<file path="src/hdl/cit_pkg.sv">
// Shared types and constants for the interrupt and timer controller.
package cit_pkg;

	// Decrementer width
	localparam int unsigned COUNT_BITS = 14;

	// Interrupt enable / pending mask width
	localparam int unsigned MASK_BITS = 15;

	// Decrementer interrupt (interrupt 3) sits at mask bit 2
	localparam int unsigned INT3_IDX = 2;

	// Serial bit addresses
	localparam logic [4:0] ADDR_MODE          = 5'd0;
	localparam logic [4:0] ADDR_LAST_INTERVAL = 5'd14;
	localparam logic [4:0] ADDR_LAST_MASK     = 5'd15;
	localparam logic [4:0] ADDR_COL0          = 5'd18;
	localparam logic [4:0] ADDR_COL1          = 5'd19;
	localparam logic [4:0] ADDR_COL2          = 5'd20;
	localparam logic [4:0] ADDR_ALPHA         = 5'd21;
	localparam logic [4:0] ADDR_GATE          = 5'd24;
	localparam logic [4:0] ADDR_TAPE          = 5'd25;

	// Byte read groups
	localparam logic [1:0] GRP_LOW  = 2'd0;
	localparam logic [1:0] GRP_HIGH = 2'd1;
	localparam logic [1:0] GRP_KEYS = 2'd2;

	typedef enum logic [1:0] {
		FUNC_WRITE = 2'd0,
		FUNC_READ  = 2'd1,
		FUNC_TICK  = 2'd2,
		FUNC_LINES = 2'd3
	} func_t;

endpackage

</file>
<file path="src/hdl/cru_interrupt_timer_controller.sv">
// Serial-bit-addressed interrupt and timer controller, top level.
//
// Usage:
//   Input channel (in_valid / in_stall) carries one beat per operation:
//   func selects a bit write, a byte read, a decrementer tick or an
//   interrupt line update; the other fields are operands of that operation.
//   Output channel (out_valid / out_stall) returns exactly one beat per
//   input beat: the byte read (zero for non-reads), the interrupt request
//   and the keyboard column, audio gate and cassette pin levels after the
//   operation.
//   An accepted beat passes through the input register, then the result
//   register, and waits in either while the output is stalled.
//   Throughput: one beat per cycle while the output is not stalled; the
//   state update is a single read-modify-write of small registers done
//   between the input register and the result register.
//   Reset (arst_n low) clears all state: I/O mode, decrementer stopped,
//   masks and pending bits clear, pins low, both pipeline stages empty.
//   When the receiver stalls, the result register holds its beat and the
//   input register holds its item; in_stall rises only when both are full
//   and out_stall is high, so nothing is lost or repeated.
module cru_interrupt_timer_controller (
	input  logic       clk,
	input  logic       arst_n,
	// input channel
	input  logic       in_valid,
	output logic       in_stall,
	input  logic [1:0] func,
	input  logic [4:0] cru_bit,
	input  logic       bit_value,
	input  logic [1:0] read_group,
	input  logic [7:0] key_lines,
	input  logic       alpha_key,
	input  logic [1:0] ext_lines,
	// output channel
	output logic       out_valid,
	input  logic       out_stall,
	output logic [7:0] read_data,
	output logic       irq_out,
	output logic [2:0] key_column,
	output logic       audio_gate,
	output logic       tape_out
);

	localparam int unsigned CW = cit_pkg::COUNT_BITS;
	localparam int unsigned MW = cit_pkg::MASK_BITS;

	// ---------------------------------------------------------------
	// Input register
	// ---------------------------------------------------------------
	logic       valid_s1;
	logic [1:0] func_s1;
	logic [4:0] cru_bit_s1;
	logic       bit_value_s1;
	logic [1:0] read_group_s1;
	logic [7:0] key_lines_s1;
	logic       alpha_key_s1;
	logic [1:0] ext_lines_s1;

	logic       out_valid_q;
	logic       can_move;
	logic       fire;
	logic       in_take;

	// result register free, or being drained this cycle
	assign can_move = !out_valid_q || !out_stall;
	assign fire     = valid_s1 && can_move;
	assign in_stall = valid_s1 && !can_move;
	assign in_take  = in_valid && !in_stall;

	always_ff @(posedge clk or negedge arst_n) begin
		if (!arst_n) begin
			valid_s1 <= 1'b0;
		end else if (in_take) begin
			valid_s1 <= 1'b1;
		end else if (fire) begin
			valid_s1 <= 1'b0;
		end
	end

	always_ff @(posedge clk) begin
		if (in_take) begin
			func_s1       <= func;
			cru_bit_s1    <= cru_bit;
			bit_value_s1  <= bit_value;
			read_group_s1 <= read_group;
			key_lines_s1  <= key_lines;
			alpha_key_s1  <= alpha_key;
			ext_lines_s1  <= ext_lines;
		end
	end

	// ---------------------------------------------------------------
	// Architectural state
	// ---------------------------------------------------------------
	logic          timer_mode_q,     timer_mode_n;
	logic [CW-1:0] latched_count_q,  latched_count_n;
	logic [CW-1:0] interval_q,       interval_n;
	logic          interval_dirty_q, interval_dirty_n;
	logic [CW-1:0] down_count_q,     down_count_n;
	logic [MW-1:0] enable_mask_q,    enable_mask_n;
	logic [MW-1:0] pending_mask_q,   pending_mask_n;
	logic [MW-1:0] prior_active_q,   prior_active_n;
	logic [1:0]    line_levels_q,    line_levels_n;
	logic [2:0]    column_select_q,  column_select_n;
	logic          alpha_line_q,     alpha_line_n;
	logic          gate_level_q,     gate_level_n;
	logic          tape_level_q,     tape_level_n;

	logic [7:0]    rdata;
	logic          do_eval;
	logic          leave;
	logic [4:0]    bit_idx;
	logic [MW-1:0] active;
	logic [MW-1:0] pend_pre;
	logic [CW+13:0] lat_wide;
	logic [13:0]   lat14;

	// latched count seen as 14 bits for the byte reads
	assign lat_wide = {14'd0, latched_count_q};
	assign lat14    = lat_wide[13:0];
	assign bit_idx  = cru_bit_s1 - 5'd1;

	always_comb begin
		timer_mode_n     = timer_mode_q;
		latched_count_n  = latched_count_q;
		interval_n       = interval_q;
		interval_dirty_n = interval_dirty_q;
		down_count_n     = down_count_q;
		enable_mask_n    = enable_mask_q;
		pend_pre         = pending_mask_q;
		line_levels_n    = line_levels_q;
		column_select_n  = column_select_q;
		alpha_line_n     = alpha_line_q;
		gate_level_n     = gate_level_q;
		tape_level_n     = tape_level_q;
		rdata            = 8'd0;
		do_eval          = 1'b0;
		leave            = 1'b0;

		case (cit_pkg::func_t'(func_s1))
			cit_pkg::FUNC_WRITE: begin
				if (cru_bit_s1 == cit_pkg::ADDR_MODE) begin
					if (timer_mode_q != bit_value_s1) begin
						timer_mode_n = bit_value_s1;
						if (bit_value_s1) begin
							latched_count_n  = down_count_q;
							interval_dirty_n = 1'b0;
						end else if (interval_dirty_q) begin
							down_count_n = interval_q;
						end
					end
				end else if (cru_bit_s1 <= cit_pkg::ADDR_LAST_MASK) begin
					if (timer_mode_q) begin
						// bit 15 (soft reset) ignored; bits past the counter dropped
						if (cru_bit_s1 <= cit_pkg::ADDR_LAST_INTERVAL) begin
							for (int i = 0; i < CW; i++) begin
								if (bit_idx == 5'(i)) begin
									interval_n[i] = bit_value_s1;
								end
							end
							interval_dirty_n = 1'b1;
						end
					end else begin
						enable_mask_n[bit_idx[3:0]] = bit_value_s1;
						pend_pre[bit_idx[3:0]]      = 1'b0;
						do_eval                     = 1'b1;
					end
				end else begin
					leave = 1'b1;
					case (cru_bit_s1)
						cit_pkg::ADDR_COL0:  column_select_n[0] = bit_value_s1;
						cit_pkg::ADDR_COL1:  column_select_n[1] = bit_value_s1;
						cit_pkg::ADDR_COL2:  column_select_n[2] = bit_value_s1;
						cit_pkg::ADDR_ALPHA: alpha_line_n       = bit_value_s1;
						cit_pkg::ADDR_GATE:  gate_level_n       = bit_value_s1;
						cit_pkg::ADDR_TAPE:  tape_level_n       = bit_value_s1;
						default: ;
					endcase
				end
			end
			cit_pkg::FUNC_READ: begin
				case (read_group_s1)
					cit_pkg::GRP_LOW: begin
						if (timer_mode_q) begin
							rdata = {lat14[6:0], 1'b1};
						end else begin
							rdata = {key_lines_s1[4:0], !line_levels_q[1],
								!line_levels_q[0], 1'b0};
							if (!alpha_line_q && alpha_key_s1) begin
								rdata[3] = 1'b0;
							end
						end
					end
					cit_pkg::GRP_HIGH: begin
						if (timer_mode_q) begin
							rdata = {~|(pending_mask_q & enable_mask_q), lat14[13:7]};
						end else begin
							rdata = {5'd0, key_lines_s1[7:5]};
						end
					end
					cit_pkg::GRP_KEYS: begin
						leave = 1'b1;
						rdata = {2'd0, !alpha_line_q, column_select_q, 2'd0};
					end
					default: begin
						leave = 1'b1;
					end
				endcase
			end
			cit_pkg::FUNC_TICK: begin
				if (down_count_q == CW'(1)) begin
					if (enable_mask_q[cit_pkg::INT3_IDX]) begin
						pend_pre[cit_pkg::INT3_IDX] = 1'b1;
						do_eval                     = 1'b1;
					end
					down_count_n = interval_q;
				end else if (down_count_q != '0) begin
					down_count_n = down_count_q - CW'(1);
				end
			end
			default: begin
				line_levels_n = ext_lines_s1;
				do_eval       = 1'b1;
			end
		endcase

		// leaving timer mode reloads the decrementer if the interval changed
		if (leave && timer_mode_q) begin
			timer_mode_n = 1'b0;
			if (interval_dirty_q) begin
				down_count_n = interval_q;
			end
		end

		// edge detection on line AND mask
		active         = {{(MW-2){1'b0}}, line_levels_n} & enable_mask_n;
		pending_mask_n = pend_pre;
		prior_active_n = prior_active_q;
		if (do_eval) begin
			pending_mask_n = pend_pre | (active & ~prior_active_q);
			prior_active_n = active;
		end
	end

	always_ff @(posedge clk or negedge arst_n) begin
		if (!arst_n) begin
			timer_mode_q     <= 1'b0;
			latched_count_q  <= '0;
			interval_q       <= '0;
			interval_dirty_q <= 1'b0;
			down_count_q     <= '0;
			enable_mask_q    <= '0;
			pending_mask_q   <= '0;
			prior_active_q   <= '0;
			line_levels_q    <= '0;
			column_select_q  <= '0;
			alpha_line_q     <= 1'b0;
			gate_level_q     <= 1'b0;
			tape_level_q     <= 1'b0;
		end else if (fire) begin
			timer_mode_q     <= timer_mode_n;
			latched_count_q  <= latched_count_n;
			interval_q       <= interval_n;
			interval_dirty_q <= interval_dirty_n;
			down_count_q     <= down_count_n;
			enable_mask_q    <= enable_mask_n;
			pending_mask_q   <= pending_mask_n;
			prior_active_q   <= prior_active_n;
			line_levels_q    <= line_levels_n;
			column_select_q  <= column_select_n;
			alpha_line_q     <= alpha_line_n;
			gate_level_q     <= gate_level_n;
			tape_level_q     <= tape_level_n;
		end
	end

	// ---------------------------------------------------------------
	// Result register
	// ---------------------------------------------------------------
	logic [7:0] read_data_q;
	logic       irq_q;
	logic [2:0] key_column_q;
	logic       audio_gate_q;
	logic       tape_out_q;

	always_ff @(posedge clk or negedge arst_n) begin
		if (!arst_n) begin
			out_valid_q <= 1'b0;
		end else if (fire) begin
			out_valid_q <= 1'b1;
		end else if (!out_stall) begin
			out_valid_q <= 1'b0;
		end
	end

	always_ff @(posedge clk) begin
		if (fire) begin
			read_data_q  <= rdata;
			irq_q        <= |pending_mask_n;
			key_column_q <= column_select_n;
			audio_gate_q <= gate_level_n;
			tape_out_q   <= tape_level_n;
		end
	end

	assign out_valid  = out_valid_q;
	assign read_data  = read_data_q;
	assign irq_out    = irq_q;
	assign key_column = key_column_q;
	assign audio_gate = audio_gate_q;
	assign tape_out   = tape_out_q;

endmodule

</file>
<file path="config.mk">
export PLATFORM = sky130hd
export DESIGN_NAME = cru_interrupt_timer_controller
export DESIGN_NICKNAME = d
export VERILOG_FILES = /design/src/hdl/cit_pkg.sv /design/src/hdl/cru_interrupt_timer_controller.sv
export SDC_FILE = /design/constraint.sdc
export NUM_CORES = 1
export LEC_CHECK = 0
export BUFFER_PORTS_ARGS = -buffer_cell sky130_fd_sc_hd__buf_4
export CAP_MARGIN = 15
export CORE_AREA = 10 10 136 138
export CTS_CLUSTER_SIZE = 28
export DETAILED_ROUTE_END_ITERATION = 10
export DIE_AREA = 0 0 146 148
export MAX_ROUTING_LAYER = met4
export SLEW_MARGIN = 20
export SYNTH_ARGS = -nofsm -noshare
export SYNTH_HDL_FRONTEND = slang
export SYNTH_SLANG_ARGS = --single-unit
</file>
<file path="constraint.sdc">
create_clock -name clk -period 2.9 [get_ports clk]
set_input_delay 0.58 -clock clk [delete_from_list [all_inputs] [get_ports clk]]
set_output_delay 0.58 -clock clk [all_outputs]
set_load 0.05 [all_outputs]
</file>
==> results of run 1 <==
-- how the worst min path moves through the flow --
stage	end	slack [ns]	startpoint
2_1_floorplan	asynchronous set/reset pin	0.28	arst_n
3_3_place_gp	gate_level_q$_DFFE_PN0P_	0.46	gate_level_q$_DFFE_PN0P_
3_5_place_dp	gate_level_q$_DFFE_PN0P_	0.47	gate_level_q$_DFFE_PN0P_
4_1_cts	lat14[0]$_DFFE_PN0P_	0.18	arst_n
5_1_grt	lat14[0]$_DFFE_PN0P_	0.21	arst_n
6_report	lat14[0]$_DFFE_PN0P_	0.17	arst_n
-- metal layers --
layer	routed length (um)	GRT usage (%)
met4	212	4.65
met2	9010	28.6
met1	7970	22.0
met5	0	-
met3	949	3.91
-- cells in the final DEF, fill, tap and decap left out, types with 3 or more instances in the layout --
| master | n |
|---|---|
| o22ai_1 | 3 |
| buf_4 | 70 |
| nand2b_1 | 8 |
| a31oi_1 | 10 |
| a21oi_1 | 23 |
| nor2_1 | 55 |
| a211oi_1 | 9 |
| o21ai_1 | 3 |
| clkbuf_16 | 21 |
| o21a_1 | 3 |
| edfxtp_1 | 35 |
| o211ai_1 | 4 |
| and2_1 | 11 |
| a22o_1 | 5 |
| mux2_2 | 54 |
| or4_1 | 4 |
| mux2i_1 | 11 |
| dfrtp_1 | 86 |
| clkbuf_8 | 5 |
| o21ai_0 | 23 |
| nand2_1 | 69 |
| nand3_1 | 27 |
| a22oi_1 | 5 |
| inv_1 | 10 |
| nor2b_1 | 15 |
| a221oi_1 | 6 |
| nor3_1 | 22 |
| clkinvlp_4 | 3 |
| or3_1 | 5 |
| nor4_1 | 5 |
| nor3b_1 | 3 |
| a2111oi_0 | 6 |
| nand4_1 | 9 |
-- worst max-delay path, delay by kind of cell (launching register included) --
| kind | cells | cell delay [ns] |
|---|---|---|
| flops | 1 | 0.56 |
| simple gates | 4 | 0.94 |
| compound gates | 2 | 0.71 |
-- cell type report --
| type | instances | area (um^2) |
|---|---|---|
| clock inverters | 5 | 40.0 |
| flip-flops and latches | 121 | 3200 |
| multi-input cells | 435 | 2820 |
| clock buffers | 27 | 598 |
| repair buffers | 71 | 546 |
| well taps | 216 | 270 |
| inverters | 11 | 41.3 |
| fillers | 1459 | 8190 |
-- kinds of logic after synthesis --
group                      share of synthesized area, %
AOI/OAI and AO/OA                                  12.7
muxes                                              11.6
and+or+nand+nor                                    20.8
adders and majority gates                         0.403
buffers and inverters                              2.86
DFF                                                51.6
-- report_power, final --
| group | total [W] | internal (W) | switching (W) |
|---|---|---|---|
| combinational | 0.000843 | 0.000344 | 0.000499 |
| sequential | 0.00217 | 0.00194 | 0.000234 |
| clock | 0.00219 | 0.00142 | 0.000770 |
-- through the flow --
| step | setup slack [ns] | hold WS (ns) |
|---|---|---|
| final | 0.395 | 0.167 |
| after global routing | 0.176 | 0.209 |
| after CTS | 0.408 | 0.179 |
| after detailed placement | 0.423 | 0.475 |
| after global placement | 0.381 | 0.456 |
| after floorplan | 0.644 | 0.284 |
==> impl_results.md, run 1 <==
- Critical Path Source Type: flop
- Placed Area: roughly 0.007 mm^2
- CP max FO: 10
- TNS Setup: 0 ns
- DP Wirelength: roughly 13 mm
- Number of H-tree levels: 4
- Post-DR wirelength/cell: between 20 and 25 um
- Synth top area cells: dfrtp_1 (35%), edfxtp_1 (17%), mux2_2 (9.8%)
- First-pass GRT wire length: 29.4 mm
- RSZ-0062 raised after global routing: no
- Shortest period the worst path allows: around 2.5 ns
- Critical Path End Type: flop
- CP Data Arrival Time: 2.63 ns
- Area Overhead vs Synth: 21.2%
- Via/cell ratio: 5.69
- DRC: 0
- Final Cycle Share: 86.4%
- Power density over cell area: between 600 and 700 mW/mm^2
- EDFF count, synth: 35
- P_leak: 3.11 nW
- Synth async-reset ratio: a little over 70%
- Final Net Count: 684
- Via count: between 5,000 and 6,000
- Max Freq: between 300 and 400 MHz
- Finished Layout Cells: slightly below 900
- Clk slew on worst S/H paths: about 0.05 ns
- Placed Instances: between 800 and 900
- Final WL: between 15 and 20 mm
- Max-slew headroom: 54.0%
- Final core occ: 47.9%
- Most instantiated library cell after synthesis: dfrtp_1
- Post-Syn Area: roughly 0.0062 mm^2
- Synth top area share: 34.7%
- Post-synthesis register bit count: roughly 120
- Final antenna-violating net count: 0
- Global route overflow: 0
- 1st-iter DRT viols: around 500
- Postcts setup bufs: 0
- Hold Crit Class: in2async
- Layout cell share with drive strength beyond 1: 25.2%
- Syn nets: between 600 and 700
- Most common library cells after synthesis: dfrtp_1 (86), nand2_1 (69), nor2_1 (55)
- Syn avg cell area: a little over 10 um^2
- CTS tree: done
- Final Hold Vio Count: 0
- CP endpoint: irq_out$_DFFE_PP_
- Critical path launch point: cru_bit_s1[4]$_DFFE_PP_
- Fin area: ~0.0075 mm^2
- Total power: 0.00521 W
- Reg2reg end: irq_out$_DFFE_PP_
- DIE AREA: 0.0216 mm^2
- Worst Clk Skew: about 0.0065 ns
- Status: completed
- Max VDD drop: 0.541 mV
- Row cnt: 46
- Horiz. Die Dim: around 150 um
- 1st-pass router iterations: 6
- Critical path required time: just over 3 ns
- Pin count of the biggest net entering global routing: 46
- Worst-case reg-to-reg path depth: 6
- Core ar.: between 0.015 and 0.02 mm^2
- Initial antenna violation count: 0
- Netlist cell types: 63
- Total I/O pin count: slightly above 40
- Leading register cell type out of synthesis: dfrtp_1
- Max-Cap Viols: 0
- Crit-path max cell delay: between 0.5 and 0.6 ns
- Total global-route track usage: around 18%
- CP max stage cell: nor4_4
- Crit path cell chain: nor4_4 > nand2_1 > a22oi_1 > nand3_1 > a2111oi_0 > nand4_1
- Register area share after synthesis: around half
- Final Max Slew Viols: 0
- Cts hold-fix bufs: 0
- Clock Root Buffer: clkbuf_16
- Number of global-route vias before repair: 5,160
- Final setup vio count: 0
- Worst skew pair latency: 0.41 ns
- Post-CTS sizing: 0
- Die Height: around 150 um
- R2R setup slack: about 0.4 ns
- Clock buffer depth: 2
- Synth Instances: 600
- GPL Wtd Cong: 0.931
- CTS Buf Count: 17
- Biggest area consumer among synthesized cells: dfrtp_1
- N_diodes: 0
- PortBufs: 40
- R2R Path Start: cru_bit_s1[4]$_DFFE_PP_
- Initial Util: between 30 and 40%
- Worst Max-Slew Pin Slew: 0.685 ns
- Clk sinks: 121
- Worst Path Class, Setup: reg2reg
- Yosys Warn Count: 0
(Power assumes the default switching activity.)
==> run 2, diff against run 1 <==
--- a/config.mk
+++ b/config.mk
@@ -7,11 +7,12 @@
 export LEC_CHECK = 0
 export BUFFER_PORTS_ARGS = -buffer_cell sky130_fd_sc_hd__buf_4
 export CAP_MARGIN = 15
-export CORE_AREA = 10 10 136 138
+export CORE_AREA = 10 10 118 120
 export CTS_CLUSTER_SIZE = 28
 export DETAILED_ROUTE_END_ITERATION = 10
-export DIE_AREA = 0 0 146 148
+export DIE_AREA = 0 0 128 130
 export MAX_ROUTING_LAYER = met4
+export PLACE_DENSITY = 0.72
 export SLEW_MARGIN = 20
 export SYNTH_ARGS = -nofsm -noshare
 export SYNTH_HDL_FRONTEND = slang
==> run 2 against run 1 <==
Compared with the run above:
- via count grew 2.0%
- non-clock buffer count shrank 2
- die area shrank 23%
- routed wire length shrank 2.5%
- worst hold slack gained 0.0010 ns
- highest routed layer unchanged
- total power grew 0.20%
- critical path type unchanged
- sequential share of layout area grew 0.72 points
- largest cell class unchanged
==> impl_results.md, run 2 (synthesis gave the netlist of run 1 again) <==
- Clock Root Buffer: clkbuf_16 (unchanged)
- Area of the multi-input gates: 0.00282 mm^2 (unchanged)
- CP top delay family: simple AND/OR/NAND/NOR gates (unchanged)
- Most used cells in the layout excluding fill and tap cells: dfrtp_1 (86), nand2_1 (69), buf_4 (68) (was dfrtp_1 (86), buf_4 (70), nand2_1 (69))
- CP max FO: 10 (unchanged)
- DIE AREA: 0.0166 mm^2 (was 0.0216 mm^2)
- Critical Path Source Type: flop (unchanged)
- Horiz. Die Dim: 128 um (was 146 um)
- First-pass GRT wire length: 28.4 mm (was 29.4 mm)
- Final Hold Vio Count: 0 (unchanged)
- Shortest period the worst path allows: 2.51 ns (was 2.50 ns)
- Post-CTS sizing: 0 (unchanged)
- CP Data Arrival Time: 2.64 ns (was 2.63 ns)
- Status: completed (unchanged)
- Worst-case reg-to-reg path depth: 6 (unchanged)
- Worst Clk Skew: 0.00666 ns (was 0.00650 ns)
- Total global-route track usage: 22.6% (was 17.7%)
- Reg2reg end: irq_out$_DFFE_PP_ (unchanged)
- Max Freq: 399 MHz (about the same)
- TNS Setup: 0 ns (unchanged)
- Worst Path Class, Setup: reg2reg (unchanged)
- Postcts setup bufs: 0 (unchanged)
- R2R setup slack: 0.39 ns (was 0.40 ns)
- CTS Buf Count: 17 (unchanged)
- Initial Util: 53.0% (was 39.5%)
- Crit path cell chain: nor4_4 > nand3_1 > mux2i_1 > nor3_1 > a32oi_1 > nand4_1 (was nor4_4 > nand2_1 > a22oi_1 > nand3_1 > a2111oi_0 > nand4_1)
- Critical path required time: 3.03 ns (about the same)
- Initial antenna violation count: 0 (unchanged)
- Cts hold-fix bufs: 0 (unchanged)
- Max VDD drop: 0.808 mV (was 0.541 mV)
- Worst skew pair latency: 0.42 ns (was 0.41 ns)
- Pre-CTS WS: 0.456 ns (was 0.423 ns)
- Core ar.: 0.0117 mm^2 (was 0.0157 mm^2)
- 1st-pass router iterations: 5 (was 6)
- P_leak: 3.09 nW (was 3.11 nW)
- Pin count of the biggest net entering global routing: 45 (was 46)
- Placed Area: 0.00678 mm^2 (was 0.00688 mm^2)
- Fin area: 0.00739 mm^2 (was 0.00752 mm^2)
- Fillers: 969 (was 1,459)
- Total I/O pin count: 41 (unchanged)
- Post-DR wirelength/cell: 21.7 um (was 20.5 um)
- Final Net Count: 682 (was 684)
- Leading cell type in the layout, fill and taps excluded: dfrtp_1 (unchanged)
- Clk slew on worst S/H paths: 0.06 ns (was 0.05 ns)
- CP max stage cell: nor4_4 (unchanged)
- Layout cell share with drive strength beyond 1: 25.0% (was 25.2%)
- Buf+Inv Stages, Crit Path: 0 (unchanged)
- Number of H-tree levels: 4 (unchanged)
- RSZ-0062 raised after global routing: no (unchanged)
- Crit-path max cell delay: 0.66 ns (was 0.58 ns)
- Via count: 5,145 (was 5,045)
- Final WS setup: 0.392 ns (was 0.395 ns)
- Clk sinks: 121 (unchanged)
- 1st-iter DRT viols: 494 (was 510)
- PortBufs: 40 (unchanged)
- Power density over cell area: 705 mW/mm^2 (was 692 mW/mm^2)
- Final WL: 17.7 mm (was 18.1 mm)
- Final setup vio count: 0 (unchanged)
- R2R Path Start: timer_mode_q$_DFFE_PN0P_ (was cru_bit_s1[4]$_DFFE_PP_)
- Final core occ: 63.1% (was 47.9%)
- N_diodes: 0 (unchanged)
- Via/cell ratio: 6.31 (was 5.69)
- DRC: 0 (unchanged)
- Row cnt: 40 (was 46)
- Die Height: 130 um (was 148 um)
- CTS tree: done (unchanged)
- Clock buffer depth: 2 (unchanged)
- Sequential cell area: 0.00320 mm^2 (unchanged)
- Global route overflow: 0 (unchanged)
- Final Cycle Share: 86.5% (was 86.4%)
- Max-slew headroom: 48.4% (was 54.0%)
- Area Overhead vs Synth: 19.2% (was 21.2%)
- DP Wirelength: 12.6 mm (was 13.4 mm)
- Number of global-route vias before repair: 5,185 (was 5,160)
- Final Max Slew Viols: 0 (unchanged)
- Critical Path End Type: flop (unchanged)
- GPL Wtd Cong: 0.965 (was 0.931)
- Worst Max-Slew Pin Slew: 0.767 ns (was 0.685 ns)
- Max-Cap Viols: 0 (unchanged)
- Hold Crit Class: in2async (unchanged)
- Final antenna-violating net count: 0 (unchanged)
- Final hold slack: 0.168 ns (was 0.167 ns)
run 2: cell count changes in the layout (fill, tap and decap cells not counted):
cell,before,now
clkinv_1,1,2
clkbuf_16,21,17
inv_6,1,0
clkbuf_8,5,3
clkinv_2,0,3
clkbuf_1,1,0
clkinvlp_4,3,4
buf_4,70,68
bufinv_16,0,3
run 2: where the power goes:
part | internal (W) | switching, W
clock | 0.00141 | 0.000781
combinational | 0.000350 | 0.000515
sequential | 0.00194 | 0.000219
total | 0.00370 | 0.00152
run 2: worst reg2reg max path: cells and delay by family, from the launching register on:
family / cells / cell delay, ns
muxes: 1 / 0.25
DFF: 1 / 0.51
AOI/OAI and AO/OA: 1 / 0.26
and+or+nand+nor: 4 / 1.20
run 2: how the worst max path moves through the flow:
stage | end | cells past startpoint | slack [ns] | startpoint
5_1_grt | irq_out$_DFFE_PP_ | 6 | 0.27 | timer_mode_q$_DFFE_PN0P_
2_1_floorplan | lat14[10]$_DFFE_PN0P_ | 7 | 0.64 | out_valid$_DFFE_PN0P_
4_1_cts | irq_out$_DFFE_PP_ | 6 | 0.43 | timer_mode_q$_DFFE_PN0P_
3_5_place_dp | lat14[11]$_DFFE_PN0P_ | 9 | 0.46 | out_stall
3_3_place_gp | irq_out$_DFFE_PP_ | 6 | 0.46 | timer_mode_q$_DFFE_PN0P_
6_report | irq_out$_DFFE_PP_ | 6 | 0.39 | timer_mode_q$_DFFE_PN0P_
run 2: stage by stage:
stage | cells | total power, W
floorplan | 600 | 0.00270
global placement | 783 | 0.00301
detailed placement | 783 | 0.00304
CTS | 815 | 0.00522
global route | 815 | 0.00541
finish | 815 | 0.00522
run 2: area by class of cell:
type                    instances  area share (%)
repair buffers                 69            7.17
clock buffers                  20            6.31
flip-flops and latches        121            43.3
clock inverters                12            2.00
well taps                     147            2.49
inverters                      11           0.558
multi-input cells             435            38.2
run 2: routing by layer:
layer	track usage [%]	routed length (um)	part of all wire [%]
met2	36.3	8700	49
met5	-	0	0
met4	9.40	543	3.1
met1	26.9	7130	40
met3	5.27	1310	7.4
==> run 3, diff against run 2 <==
--- a/config.mk
+++ b/config.mk
@@ -7,10 +7,11 @@
 export LEC_CHECK = 0
 export BUFFER_PORTS_ARGS = -buffer_cell sky130_fd_sc_hd__buf_4
 export CAP_MARGIN = 15
-export CORE_AREA = 10 10 118 120
+export CORE_AREA = 10 10 108 130
 export CTS_CLUSTER_SIZE = 28
 export DETAILED_ROUTE_END_ITERATION = 10
-export DIE_AREA = 0 0 128 130
+export DIE_AREA = 0 0 118 140
+export GPL_ROUTABILITY_DRIVEN = 0
 export MAX_ROUTING_LAYER = met4
 export PLACE_DENSITY = 0.72
 export SLEW_MARGIN = 20
==> run 3 against run 2 <==
Compared with the run above:
- fmax decreased by 1.5%
- core utilization increased by 0.96 points
- non-clock buffer count decreased by 7
- critical path depth unchanged
- clock skew about the same
- largest cell class unchanged
- register-to-register slack got worse by 0.04 ns
==> impl_results.md, run 3 (synthesis gave the netlist of run 1 again) <==
- Initial Util: 54.4% (was 53.0%)
- Total global-route track usage: 21.0% (was 22.6%)
- CP max FO: 9 (was 10)
- Clk sinks: 121 (unchanged)
- Via/cell ratio: 6.21 (was 6.31)
- Most used cells in the layout excluding fill and tap cells: dfrtp_1 (86), nand2_1 (69), buf_4 (61) (was dfrtp_1 (86), nand2_1 (69), buf_4 (68))
- Area of the multi-input gates: 0.00282 mm^2 (unchanged)
- Initial antenna violation count: 0 (unchanged)
- Pin count of the biggest net entering global routing: 48 (was 45)
- Max Freq: 393 MHz (was 399 MHz)
- First-pass GRT wire length: 27.4 mm (was 28.4 mm)
- Clock buffer depth: 2 (unchanged)
- DRC: 0 (unchanged)
- Max VDD drop: 0.506 mV (was 0.808 mV)
- PortBufs: 40 (unchanged)
- CTS tree: done (unchanged)
- N_diodes: 0 (unchanged)
- RSZ-0062 raised after global routing: no (unchanged)
- Clk slew on worst S/H paths: 0.06 ns (about the same)
- Final WL: 16.7 mm (was 17.7 mm)
- Post-DR wirelength/cell: 20.4 um (was 21.7 um)
- Sequential cell area: 0.00320 mm^2 (unchanged)
- Final Net Count: 675 (was 682)
- Switching share of power: 30.8% (was 29.1%)
- Core ar.: 0.0114 mm^2 (was 0.0117 mm^2)
- 1st-pass router iterations: 6 (was 5)
- Status: completed (unchanged)
- Number of H-tree levels: 4 (unchanged)
- DIE AREA: 0.0165 mm^2 (was 0.0166 mm^2)
- Layout cell share with drive strength beyond 1: 24.4% (was 25.0%)
- Area Overhead vs Synth: 17.9% (was 19.2%)
- Final antenna-violating net count: 0 (unchanged)
- Worst skew pair latency: 0.42 ns (about the same)
- Critical path required time: 3.20 ns (was 3.03 ns)
- P_leak: 3.03 nW (was 3.09 nW)
- Final Hold Vio Count: 0 (unchanged)
- R2R Path Start: down_count_q[10]$_DFFE_PN0P_ (was timer_mode_q$_DFFE_PN0P_)
- Worst-case reg-to-reg path depth: 6 (unchanged)
- Critical Path Source Type: flop (unchanged)
- Crit-path max cell delay: 0.54 ns (was 0.66 ns)
- Number of global-route vias before repair: 5,247 (was 5,185)
- Critical Path End Type: flop (unchanged)
- P_int: 0.00345 W (was 0.00370 W)
- Max-slew headroom: 57.0% (was 48.4%)
- Row cnt: 43 (was 40)
- Post-CTS sizing: 0 (unchanged)
- Cts hold-fix bufs: 0 (unchanged)
- R2R setup slack: 0.35 ns (was 0.39 ns)
- Final Max Slew Viols: 0 (unchanged)
- Max-Cap Viols: 0 (unchanged)
- Worst Clk Skew: 0.00656 ns (was 0.00666 ns)
- TNS Setup: 0 ns (unchanged)
- CP Data Arrival Time: 2.85 ns (was 2.64 ns)
- Shortest period the worst path allows: 2.55 ns (was 2.51 ns)
- Reg2reg end: down_count_q[11]$_DFFE_PN0P_ (was irq_out$_DFFE_PP_)
- Fin area: 0.00731 mm^2 (was 0.00739 mm^2)
- Postcts setup bufs: 0 (unchanged)
- Power density over cell area: 682 mW/mm^2 (was 705 mW/mm^2)
- Crit path cell chain: nor3_1 > nand4_1 > nand2_1 > or4_1 > a21oi_1 > a221o_1 (was nor4_4 > nand3_1 > mux2i_1 > nor3_1 > a32oi_1 > nand4_1)
- Fillers: 929 (was 969)
- Final setup vio count: 0 (unchanged)
- Leading cell type in the layout, fill and taps excluded: dfrtp_1 (unchanged)
- Psw: 0.00153 W (was 0.00152 W)
- Clock Root Buffer: clkbuf_16 (unchanged)
- DP Wirelength: 11.9 mm (was 12.6 mm)
- Final Cycle Share: 87.8% (was 86.5%)
- Seq pwr share: 43.7% (was 41.4%)
- Power share of the clock group: 40.4% (was 42.0%)
- Horiz. Die Dim: 118 um (was 128 um)
- Placed Area: 0.00674 mm^2 (was 0.00678 mm^2)
- Worst Max-Slew Pin Slew: 0.640 ns (was 0.767 ns)
- Global route overflow: 0 (unchanged)
- CTS Buf Count: 17 (unchanged)
- Worst Path Class, Setup: reg2reg (unchanged)
- Die Height: 140 um (was 130 um)
- 1st-iter DRT viols: 419 (was 494)
- Total I/O pin count: 41 (unchanged)
- Hold Crit Class: in2async (unchanged)
- CP max stage cell: nor3_1 (was nor4_4)
- Via count: 5,081 (was 5,145)
- Combinational group share of total power: 15.9% (was 16.6%)
-- run 3: worst max path at each step --
| stage | from | end | slack [ns] | depth (start not counted) |
|---|---|---|---|---|
| 6_report | down_count_q[10]$_DFFE_PN0P_ | down_count_q[11]$_DFFE_PN0P_ | 0.35 | 6 |
| 5_1_grt | down_count_q[1]$_DFFE_PN0P_ | down_count_q[5]$_DFFE_PN0P_ | 0.25 | 8 |
| 4_1_cts | down_count_q[1]$_DFFE_PN0P_ | down_count_q[6]$_DFFE_PN0P_ | 0.43 | 8 |
| 3_5_place_dp | down_count_q[1]$_DFFE_PN0P_ | down_count_q[11]$_DFFE_PN0P_ | 0.45 | 8 |
| 3_3_place_gp | cru_bit_s1[0]$_DFFE_PP_ | irq_out$_DFFE_PP_ | 0.49 | 5 |
| 2_1_floorplan | out_valid$_DFFE_PN0P_ | lat14[10]$_DFFE_PN0P_ | 0.64 | 7 |
-- run 3: metrics by stage --
step                      power, W  hold WS (ns)  util (%)  setup slack [ns]  std cells
final                      0.00499         0.182      64.1             0.354        818
after global placement     0.00295         0.455      59.1             0.485        786
after CTS                  0.00501         0.197      64.1             0.427        818
after detailed placement   0.00299         0.490      59.1             0.452        786
after global routing       0.00519         0.222      64.1             0.251        818
after floorplan            0.00270         0.284         -             0.644        600
-- run 3: area by class of cell --
| type | instances | share of cell area [%] |
|---|---|---|
| timing repair buffer | 62 | 6.54 |
| clock buffer | 17 | 5.82 |
| inverter | 11 | 0.565 |
| clock inverter | 15 | 1.99 |
| multi-input combinational | 435 | 38.6 |
| sequential | 121 | 43.8 |
| tap | 157 | 2.69 |
-- run 3: layer usage --
| metal | vias to the layer above | wire length, um | track usage [%] |
|---|---|---|---|
| li1 | 2319 | - | - |
| met1 | 2444 | 6520 | 24.1 |
| met2 | 261 | 8430 | 34.7 |
| met3 | 57 | 1100 | 3.90 |
| met4 | 0 | 612 | 10.5 |
| met5 | - | 0 | - |
-- run 3: power by group through the flow --
stage               Clock, W  Sequential [W]  Combinational (W)
floorplan                  0         0.00215           0.000544
global placement           0         0.00219           0.000757
detailed placement         0         0.00220           0.000783
CTS                  0.00204         0.00217           0.000787
global route         0.00213         0.00220           0.000860
finish               0.00202         0.00218           0.000792
-- run 3: critical path, delay by kind of cell, from the launching register on --
kind	cells	cell delay [ns]
DFF	1	0.50
AOI/OAI and AO/OA	2	0.34
and+or+nand+nor	4	1.58
